===== config.mk =====
export PLATFORM = sky130hd
export DESIGN_NAME = commutation_timing_tracker
export DESIGN_NICKNAME = d
export VERILOG_FILES = /design/src/design/ctt_pkg.sv /design/src/design/commutation_timing_tracker.sv /design/src/design/ctt_update.sv
export SDC_FILE = /design/constraint.sdc
export NUM_CORES = 1
export LEC_CHECK = 0
export BUFFER_PORTS_ARGS = -buffer_cell sky130_fd_sc_hd__buf_2
export CAP_MARGIN = 25
export CORE_MARGIN = 2
export CORE_UTILIZATION = 45
export CTS_CLUSTER_DIAMETER = 120
export DETAILED_ROUTE_END_ITERATION = 10
export GPL_TIMING_DRIVEN = 0
export PLACE_DENSITY = 0.75
export SLEW_MARGIN = 15
export SYNTH_ARGS = -nofsm -noshare
export SYNTH_HDL_FRONTEND = slang
export SYNTH_SLANG_ARGS = --single-unit

===== constraint.sdc =====
create_clock -name i_clk -period 6.4 [get_ports i_clk]
set_clock_uncertainty 0.15 [all_clocks]
set_input_delay 0.32 -clock i_clk [delete_from_list [all_inputs] [get_ports i_clk]]
set_output_delay 0.32 -clock i_clk [all_outputs]
set_load 0.01 [all_outputs]

===== src/design/ctt_pkg.sv =====
// shared types, codes and constants of the commutation timing tracker
package ctt_pkg;

    localparam int AVG_COUNT     = 4;
    localparam int DELAY_DIVIDER = 2;

    localparam int STAMP_W = 16;
    localparam int SUM_W   = 18;

    localparam logic [SUM_W-1:0] AVG_DIV  = SUM_W'(AVG_COUNT);
    localparam logic [SUM_W-1:0] SCAN_DIV = SUM_W'(AVG_COUNT * DELAY_DIVIDER);

    localparam logic [1:0] OP_UPDATE   = 2'd0;
    localparam logic [1:0] OP_ARM_SCAN = 2'd1;
    localparam logic [1:0] OP_ARM_ZERO = 2'd2;
    localparam logic [1:0] OP_RESTORE  = 2'd3;

    localparam logic [SUM_W-1:0]   SUM_MAX       = 18'h3FFFF;
    localparam logic [STAMP_W-1:0] W16_MAX       = 16'hFFFF;
    localparam logic [STAMP_W-1:0] START_SCAN    = 16'h1FFF;
    localparam logic [STAMP_W-1:0] START_TIMEOUT = 16'hFFFF;

    typedef struct packed {
        logic [1:0]         operation;
        logic [STAMP_W-1:0] timer_now;
        logic [STAMP_W-1:0] delay_ticks;
    } t_in_item;

    typedef struct packed {
        logic [STAMP_W-1:0] compare_value;
        logic [STAMP_W-1:0] previous_stamp;
        logic [STAMP_W-1:0] zero_wait;
        logic [STAMP_W-1:0] scan_wait;
        logic [SUM_W-1:0]   average_period;
    } t_out_item;

    typedef struct packed {
        logic [STAMP_W-1:0] last_stamp;
        logic [SUM_W-1:0]   period_sum;
        logic [STAMP_W-1:0] timeout_wait;
        logic [STAMP_W-1:0] commutation_wait;
    } t_state;

endpackage


===== src/design/commutation_timing_tracker.sv =====
// top level: input stage, timing state, result register and advance register
//
//  channel   direction  handshake               payload
//  in        input      i_in_valid / o_in_ready   i_in_item  (t_in_item)
//  out       output     o_out_valid / i_out_ready o_out_item (t_out_item)
//  cfg       input      i_cfg_valid / o_cfg_ready i_cfg_data (advance ticks)
//
// one item per cycle unless the result stalls; an item is held in the input
// stage, and its update runs between the input stage and the result register
// synchronous active-low reset restores the start-up timing values
// a stalled result holds while the input stage still takes one more item
module commutation_timing_tracker (
    input  logic                         i_clk,
    input  logic                         i_rst_n,
    input  logic                         i_in_valid,
    output logic                         o_in_ready,
    input  ctt_pkg::t_in_item            i_in_item,
    output logic                         o_out_valid,
    input  logic                         i_out_ready,
    output ctt_pkg::t_out_item           o_out_item,
    input  logic                         i_cfg_valid,
    output logic                         o_cfg_ready,
    input  logic [ctt_pkg::STAMP_W-1:0]  i_cfg_data
);

    logic                        r_in_valid;
    ctt_pkg::t_in_item           r_in_item;
    logic                        r_out_valid;
    ctt_pkg::t_out_item          r_out_item;
    ctt_pkg::t_state             r_state;
    logic [ctt_pkg::STAMP_W-1:0] r_advance;

    ctt_pkg::t_state             n_state;
    ctt_pkg::t_out_item          n_out_item;
    logic                        advance;

    assign advance     = r_in_valid && (!r_out_valid || i_out_ready);
    assign o_in_ready  = !r_in_valid || advance;
    assign o_out_valid = r_out_valid;
    assign o_out_item  = r_out_item;
    assign o_cfg_ready = 1'b1;

    ctt_update u_update (
        .i_item    (r_in_item),
        .i_state   (r_state),
        .i_advance (r_advance),
        .o_state   (n_state),
        .o_result  (n_out_item)
    );

    always_ff @(posedge i_clk) begin
        if (!i_rst_n) begin
            r_in_valid               <= 1'b0;
            r_out_valid              <= 1'b0;
            r_advance                <= '0;
            r_state.last_stamp       <= '0;
            r_state.period_sum       <= ctt_pkg::SUM_MAX;
            r_state.timeout_wait     <= ctt_pkg::START_TIMEOUT;
            r_state.commutation_wait <= ctt_pkg::START_SCAN;
        end else begin
            if (i_cfg_valid) begin
                r_advance <= i_cfg_data;
            end
            if (o_in_ready) begin
                r_in_valid <= i_in_valid;
            end
            if (advance) begin
                r_state     <= n_state;
                r_out_valid <= 1'b1;
            end else if (i_out_ready) begin
                r_out_valid <= 1'b0;
            end
        end
    end

    always_ff @(posedge i_clk) begin
        if (o_in_ready && i_in_valid) begin
            r_in_item <= i_in_item;
        end
        if (advance) begin
            r_out_item <= n_out_item;
        end
    end

    a_result_follows: assert property (@(posedge i_clk) disable iff (!i_rst_n)
        advance |=> r_out_valid)
        else $error("processed item produced no result");

    a_result_matches_state: assert property (@(posedge i_clk) disable iff (!i_rst_n)
        advance |=> (o_out_item.average_period == r_state.period_sum)
                 && (o_out_item.scan_wait == r_state.commutation_wait)
                 && (o_out_item.zero_wait == r_state.timeout_wait))
        else $error("result disagrees with timing state");

    a_arm_keeps_state: assert property (@(posedge i_clk) disable iff (!i_rst_n)
        (advance && (r_in_item.operation == ctt_pkg::OP_ARM_SCAN
                  || r_in_item.operation == ctt_pkg::OP_ARM_ZERO))
        |=> $stable(r_state))
        else $error("arm item changed timing state");

    a_restore_values: assert property (@(posedge i_clk) disable iff (!i_rst_n)
        (advance && r_in_item.operation == ctt_pkg::OP_RESTORE)
        |=> (r_state.period_sum == ctt_pkg::SUM_MAX)
         && (o_out_item.compare_value == '0))
        else $error("restore item left wrong values");

endmodule


===== src/design/ctt_update.sv =====
// combinational timing update for one item: next state and result
module ctt_update (
    input  ctt_pkg::t_in_item                i_item,
    input  ctt_pkg::t_state                  i_state,
    input  logic [ctt_pkg::STAMP_W-1:0]      i_advance,
    output ctt_pkg::t_state                  o_state,
    output ctt_pkg::t_out_item               o_result
);

    logic [ctt_pkg::STAMP_W-1:0] period;
    logic [ctt_pkg::SUM_W:0]     sum_raw;
    logic [ctt_pkg::SUM_W-1:0]   sum_sat;
    logic [ctt_pkg::SUM_W-1:0]   scan_raw;
    logic [ctt_pkg::SUM_W-1:0]   scan_sub;
    logic [ctt_pkg::STAMP_W-1:0] scan_sat;
    logic [ctt_pkg::STAMP_W-1:0] zero_sat;
    logic [ctt_pkg::STAMP_W-1:0] compare;
    ctt_pkg::t_state             nxt;

    always_comb begin
        period  = i_item.timer_now - i_state.last_stamp;
        sum_raw = {1'b0, i_state.period_sum}
                - {1'b0, i_state.period_sum / ctt_pkg::AVG_DIV}
                + {{(ctt_pkg::SUM_W + 1 - ctt_pkg::STAMP_W){1'b0}}, period};
        sum_sat = (sum_raw > {1'b0, ctt_pkg::SUM_MAX}) ? ctt_pkg::SUM_MAX
                                                       : sum_raw[ctt_pkg::SUM_W-1:0];
        scan_raw = sum_sat / ctt_pkg::SCAN_DIV;
        scan_sub = (scan_raw > {{(ctt_pkg::SUM_W - ctt_pkg::STAMP_W){1'b0}}, i_advance})
                 ? scan_raw - {{(ctt_pkg::SUM_W - ctt_pkg::STAMP_W){1'b0}}, i_advance}
                 : '0;
        scan_sat = (scan_sub > {{(ctt_pkg::SUM_W - ctt_pkg::STAMP_W){1'b0}},
                                ctt_pkg::W16_MAX})
                 ? ctt_pkg::W16_MAX : scan_sub[ctt_pkg::STAMP_W-1:0];
        zero_sat = (i_state.period_sum > {{(ctt_pkg::SUM_W - ctt_pkg::STAMP_W){1'b0}},
                                          ctt_pkg::W16_MAX})
                 ? ctt_pkg::W16_MAX : i_state.period_sum[ctt_pkg::STAMP_W-1:0];

        nxt     = i_state;
        compare = '0;
        unique case (i_item.operation)
            ctt_pkg::OP_UPDATE: begin
                nxt.timeout_wait     = zero_sat;
                nxt.last_stamp       = i_item.timer_now;
                nxt.period_sum       = sum_sat;
                nxt.commutation_wait = scan_sat;
                compare              = i_item.timer_now + i_item.delay_ticks;
            end
            ctt_pkg::OP_ARM_SCAN: begin
                compare = i_item.timer_now + i_state.commutation_wait;
            end
            ctt_pkg::OP_ARM_ZERO: begin
                compare = i_item.timer_now + i_state.timeout_wait;
            end
            ctt_pkg::OP_RESTORE: begin
                nxt.period_sum       = ctt_pkg::SUM_MAX;
                nxt.commutation_wait = ctt_pkg::START_SCAN;
                nxt.timeout_wait     = ctt_pkg::START_TIMEOUT;
            end
            default: begin
                nxt = i_state;
            end
        endcase

        o_state                 = nxt;
        o_result.compare_value  = compare;
        o_result.previous_stamp = i_state.last_stamp;
        o_result.zero_wait      = nxt.timeout_wait;
        o_result.scan_wait      = nxt.commutation_wait;
        o_result.average_period = nxt.period_sum;
    end

endmodule


# Word level (Yosys, flattened, before mapping)
# Index checks and enable logic that the tools add are counted.
[totals] latch_bits=0 output_inout_bits=85 elab_cells=46 ramBits=0 rom_bits=0 register_bits=200 input_bits=55 n_memories=0
[op_classes] n_addsub=7 n_mux=8 div=0 n_mul=0 magnitude_cmp=4 reduce_logical=9 n_bitwise=0 n_eq_ne=3 n_shift=0
[op_table] operator="one-hot mux 50 bit (2 select lines)" n=1
[op_table] operator="adder 16 bit" n=3
[op_table] operator="one-hot mux 16 bit (3 select lines)" n=1
[op_table] operator="> comparator 18 x 16 -> 1 bit (second input constant)" n=2
[op_table] operator="2-to-1 mux 18 bit" n=2
[op_table] operator="2-to-1 mux 16 bit" n=2
[op_table] operator="adder 19 x 16 -> 19 bit" n=1
[op_table] operator="> comparator 19 x 18 -> 1 bit (second input constant)" n=1
[op_table] operator="subtractor 18 x 16 -> 19 bit" n=1
[op_table] operator="subtractor 15 x 16 -> 17 bit" n=1
[op_table] operator="> comparator 15 x 16 -> 1 bit" n=1
[op_table] operator="subtractor 16 bit" n=1
[op_table] operator="== test 2 bit (second input constant)" n=2
[op_table] operator="== test 2 x 1 -> 1 bit (second input constant)" n=1
[op_table] operator="logical AND 1 bit" n=2
[op_table] operator="logical NOT 1 bit" n=2
[op_table] operator="logical NOT 2 bit" n=1
[op_table] operator="logical OR 1 bit" n=2
[op_table] operator="2-to-1 mux 1 bit" n=2
[op_table] operator="AND reduction 2 bit" n=1
[op_table] operator="nonzero test 2 bit" n=1

# Logic depth before layout (Yosys ltp)
[logic_depth] depth_word=9 ltp_mapped=34 depth_no_buf=31

# By module
# Synthesis repeated with hierarchy kept, for this count alone.
[unflattened] cells_unflattened=1316 area_unflattened_um2=12480.7
[by_module_without_submodules] mod="commutation_timing_tracker" area_each_um2=6872.8 n_inst=1 seq_area_each_um2=5165.0 cells_per_inst=476
[by_module_without_submodules] mod="ctt_update" area_each_um2=5607.9 n_inst=1 seq_area_each_um2=0.0 cells_per_inst=840

# Least setup slack after synthesis
# No wires, ideal clock.
[synth_timing] path_kind="register to register" start="register r_in_item[17] (netlist bit)" end="register r_out_item, in the netlist o_out_item[31], data pin" required_ps=5977 path_buffers=2 path_slack_ps=-631 stages_incl_launch_ff=28 period_less_slack_ps=7031 setup_ps=273 arrival_time_ps=6609 cell_sequence="edfxtp_1 -> ha_1 -> nor2b_1 -> o31a_1 -> o41a_1 -> a2111oi_0 -> or2_2 -> o21ai_0 -> xnor2_1 -> fa_1 -> ha_1 -> clkbuf_1 -> o21ai_0 -> a221oi_1 -> nand3_1 -> o211a_4 -> xnor2_2 -> clkbuf_1 -> nand2b_1 -> ha_1 -> nor2b_1 -> o31ai_1 -> a2111oi_0 -> o211a_1 -> o21a_1 -> or3_1 -> a21boi_0 -> o21ai_0"
[synth_lines] item="start: declaration" line="commutation_timing_tracker.sv:27" rtl="ctt_pkg::t_in_item r_in_item;"
[synth_lines] item="start signal: assignment" line="commutation_timing_tracker.sv:78" rtl="r_in_item <= i_in_item;"
[synth_lines] item="end signal: assignment" line="commutation_timing_tracker.sv:81" rtl="r_out_item <= n_out_item;"
[synth_lines] item="end: declaration" line="commutation_timing_tracker.sv:29" rtl="ctt_pkg::t_out_item r_out_item;"

==> flow_summary.json <==
{
  "critical_path.max_fanout": 6,
  "remaining_drc_errors": 0,
  "unrepaired_setup_endpoints_after_global_routing": "yes",
  "clockRootBuffer": "sky130_fd_sc_hd__clkbuf_16",
  "post-layout-total-power_uw": 6240,
  "cts.sink_count": 200,
  "slew_headroom": 0.464,
  "layout_cell_share_with_drive_strength_beyond_1": 0.235,
  "dr.pass1.iters": 5,
  "critPathKind": "flop to flop",
  "hold_class": "input port to flop",
  "cts.htree.levels": 4,
  "period_needed_ns": 6.74,
  "total_clock_buffers_created_by_cts": 17,
  "final_cell_mix": "sky130_fd_sc_hd__buf_2 (137), sky130_fd_sc_hd__edfxtp_1 (116), sky130_fd_sc_hd__nand2_1 (109)",
  "synth-edff-count": 116,
  "synth_area_leaders": "sky130_fd_sc_hd__edfxtp_1 (31%), sky130_fd_sc_hd__dfxtp_1 (15%), sky130_fd_sc_hd__ha_1 (7.8%), sky130_fd_sc_hd__a21oi_1 (4.9%), sky130_fd_sc_hd__nand2_1 (3.8%)",
  "drt_iter0_markers": 973,
  "detail-route-antenna-nets": 0,
  "grt_use_total": 0.248,
  "wire_per_inst_um": 19.1,
  "dieHeight_um": 163,
  "timing.final.max_slew_violations": 0,
  "post_synth_net_total": 1314,
  "cp_data_required_time_ns": 6.58,
  "failed_checks": "negative setup slack",
  "wirelength_routed_mm": 33.8,
  "design.die.area_um2": 26500,
  "finalWorstSetupSlack_ns": -0.336,
  "detailed_place_hpwl_mm": 24.1,
  "detail_route.vias_per_cell": 5.66,
  "power_per_cell_area_nw_per_um2": 424,
  "ir_drop_uv": 297,
  "critPathArrivalTime_ns": 6.92,
  "tightestPinTransition_ns": 0.804,
  "finish.cell_count_without_fillers": 1771,
  "initial_standard_cell_utilization_of_the_core": 0.455,
  "port-buffer-count": 136,
  "cts-root-to-sink-buffers": 2,
  "maxCapViolations": 0,
  "yosys_most_used_dff": "sky130_fd_sc_hd__edfxtp_1",
  "antenna_found_initial": 0,
  "grt_start_max_net_pins": 64,
  "worst_setup_path_start_kind": "flop",
  "multi_input_gate_area_in_the_final_layout_um2": 6340,
  "floorplan.core_area_um2": 25000,
  "worst_skew_pair.late_latency_ns": 0.45,
  "timing.critical_path.to_type": "flop",
  "outcome": "finished, violations left",
  "timing.final.crit_share": 1.05,
  "synth_top_cell_area_share": 0.307,
  "grt_pass1_wl_mm": 50.1,
  "fp-row-count": 58,
  "library_cell_with_the_largest_summed_area_after_synthesis": "sky130_fd_sc_hd__edfxtp_1",
  "finalHoldViolCount": 0,
  "grt_pass1_vias": 9262,
  "synth-seq-cells": 200,
  "nNetsFinal": 1573,
  "worst_setup_hold_path_clk_slew_ns": 0.07,
  "setup-violations-final": 31,
  "layout-area-overhead-vs-synth_pct": 29.8,
  "tritoncts": "done",
  "mean_instance_size_in_the_synthesized_netlist_um2": 9.71,
  "cell_count_after_placement": 1637,
  "final.hold.worst_slack_ns": 0.0269,
  "async_set_reset_flop_share_out_of_synthesis": 0,
  "gpl.final_weighted_congestion": 0.938,
  "antenna_cells": 0,
  "overflow": 0,
  "filler_cell_count": 2049,
  "fmaxAchievable_mhz": 148,
  "layout.cells.most_common": "sky130_fd_sc_hd__buf_2",
  "boundaryPins": 140,
  "sequential_area_share_after_synthesis": 0.455,
  "synth_cell_type_count": 67,
  "ff_latch_area_um2": 5160,
  "p_leak_uw": 0.00603,
  "detailroute.via_count": 10030,
  "syn_area_um2": 11400,
  "chip_width_um": 163,
  "synth_warn": 0,
  "number_of_instances_in_the_synthesized_netlist": 1169
}
==> cell type report <==
type / count / share of cell area
Sequential cell: 200 / 0.351
Multi-Input combinational cell: 819 / 0.430
Buffer: 52 / 0.0164
Inverter: 95 / 0.0242
Clock buffer: 23 / 0.0318
Clock inverter: 9 / 0.00467
Tap cell: 330 / 0.0280
Timing Repair Buffer: 243 / 0.114
==> power by group <==
group	switching [uW]	total [uW]	internal (uW)	leakage, uW
clock	493	1020	522	0.000259
sequential	69.6	1550	1480	0.00180
combinational	2030	3680	1640	0.00397
==> synth_stat cells (4+ instances only) <==
cell type and instances:
sky130_fd_sc_hd__mux2i_1 23, sky130_fd_sc_hd__a21boi_0 4, sky130_fd_sc_hd__edfxtp_1 116, sky130_fd_sc_hd__a31oi_1 4
sky130_fd_sc_hd__nor3_1 12, sky130_fd_sc_hd__xnor2_1 25, sky130_fd_sc_hd__nor4_1 5, sky130_fd_sc_hd__fa_1 19
sky130_fd_sc_hd__dfxtp_1 84, sky130_fd_sc_hd__o211ai_1 4, sky130_fd_sc_hd__a211oi_1 6, sky130_fd_sc_hd__and2_1 6
sky130_fd_sc_hd__nor2b_1 20, sky130_fd_sc_hd__nand3_1 24, sky130_fd_sc_hd__or2_2 6, sky130_fd_sc_hd__o22a_1 4
sky130_fd_sc_hd__a21o_1 19, sky130_fd_sc_hd__nand4_1 10, sky130_fd_sc_hd__and3_1 4, sky130_fd_sc_hd__a41oi_1 4
sky130_fd_sc_hd__o21ai_0 59, sky130_fd_sc_hd__a221o_1 35, sky130_fd_sc_hd__o21bai_1 4, sky130_fd_sc_hd__ha_1 71
sky130_fd_sc_hd__nand2b_1 33, sky130_fd_sc_hd__or3_1 4, sky130_fd_sc_hd__xor2_1 23, sky130_fd_sc_hd__buf_1 7
sky130_fd_sc_hd__clkbuf_1 44, sky130_fd_sc_hd__nand2_1 116, sky130_fd_sc_hd__a22oi_1 17, sky130_fd_sc_hd__a21oi_1 111
sky130_fd_sc_hd__o21a_1 11, sky130_fd_sc_hd__o31ai_1 5, sky130_fd_sc_hd__nor2_1 89, sky130_fd_sc_hd__inv_1 94
sky130_fd_sc_hd__o22ai_1 4
==> final timing paths <==
path                 start             end  slack (ns)  depth (start not counted)
max          r_in_item[17]     r_state[11]       -0.34                         27
min            i_out_ready     o_out_valid        0.03                          4
max reg2reg  r_in_item[17]     r_state[11]       -0.34                         27
min reg2reg    r_state[61]  o_out_item[61]        0.31                          0
==> logic make-up after synthesis <==
logic type	after synthesis	synth area share
and+or+nand+nor	340	0.141
DFF	200	0.455
other	1	0.000330
adders and majority gates	90	0.112
xor gates and xnor gates	49	0.0385
buffers and inverters	150	0.0503
muxes	23	0.0203
AOI/OAI and AO/OA	316	0.183
==> critical path, cell delays in order, from the launching register on <==
cell and delay [ns]:
sky130_fd_sc_hd__edfxtp_1 0.44, sky130_fd_sc_hd__ha_1 0.30, sky130_fd_sc_hd__nor2b_4 0.13, sky130_fd_sc_hd__o31a_1 0.27, sky130_fd_sc_hd__o41a_1 0.37, sky130_fd_sc_hd__a2111oi_4 0.33, sky130_fd_sc_hd__or2_4 0.20, sky130_fd_sc_hd__o21ai_2 0.07
sky130_fd_sc_hd__xnor2_2 0.19, sky130_fd_sc_hd__fa_1 0.49, sky130_fd_sc_hd__ha_4 0.29, sky130_fd_sc_hd__buf_8 0.10, sky130_fd_sc_hd__o21ai_4 0.06, sky130_fd_sc_hd__a221oi_4 0.28, sky130_fd_sc_hd__nand3_1 0.13, sky130_fd_sc_hd__o211a_4 0.27
sky130_fd_sc_hd__xnor2_4 0.23, sky130_fd_sc_hd__buf_8 0.15, sky130_fd_sc_hd__nand2b_2 0.18, sky130_fd_sc_hd__ha_2 0.33, sky130_fd_sc_hd__o21ai_2 0.27, sky130_fd_sc_hd__a2111oi_4 0.07, sky130_fd_sc_hd__o211a_1 0.26, sky130_fd_sc_hd__buf_6 0.13
sky130_fd_sc_hd__o31ai_4 0.34, sky130_fd_sc_hd__a21oi_2 0.08, sky130_fd_sc_hd__a211o_1 0.29, sky130_fd_sc_hd__o22a_1 0.21
==> registers in the layout, summed over array words and instances, names as in the netlist <==
signal / count
o_out_item: 82
r_in_item: 34
r_state: 66
o_out_valid: 1
r_advance: 16
r_in_valid: 1
==> routing by layer <==
layer  share of wire  wire length, um  track usage  vias to the layer above
met5               0                0            0                        -
met4           0.033             1100        0.100                        0
met3           0.075             2540       0.0364                       93
met2            0.48            16100        0.395                      471
met1            0.42            14100        0.339                     4778
li1                -                -            -                     4688
==> timing repair <==
item	in CTS	in global routing
resized for setup	98	44
hold buffers	51	0
endpoints found under the setup margin	32	32
setup buffers	33	22
pin swaps	45	37
endpoints found under the hold margin	51	0
gates cloned	1	0
==> per-stage QoR <==
stage / setup WS, ns / utilization / setup TNS [ns] / instance area [um2]
floorplan: -0.158 / - / -1.89 / 11500
global placement: -1.09 / 0.505 / -29.17 / 12600
detailed placement: -1.12 / 0.507 / -30.88 / 12600
CTS: -0.475 / 0.576 / -10.63 / 14400
global route: -0.598 / 0.590 / -14.99 / 14700
finish: -0.336 / 0.590 / -6.74 / 14700
No activity file was read; power rests on OpenSTA's default activity.
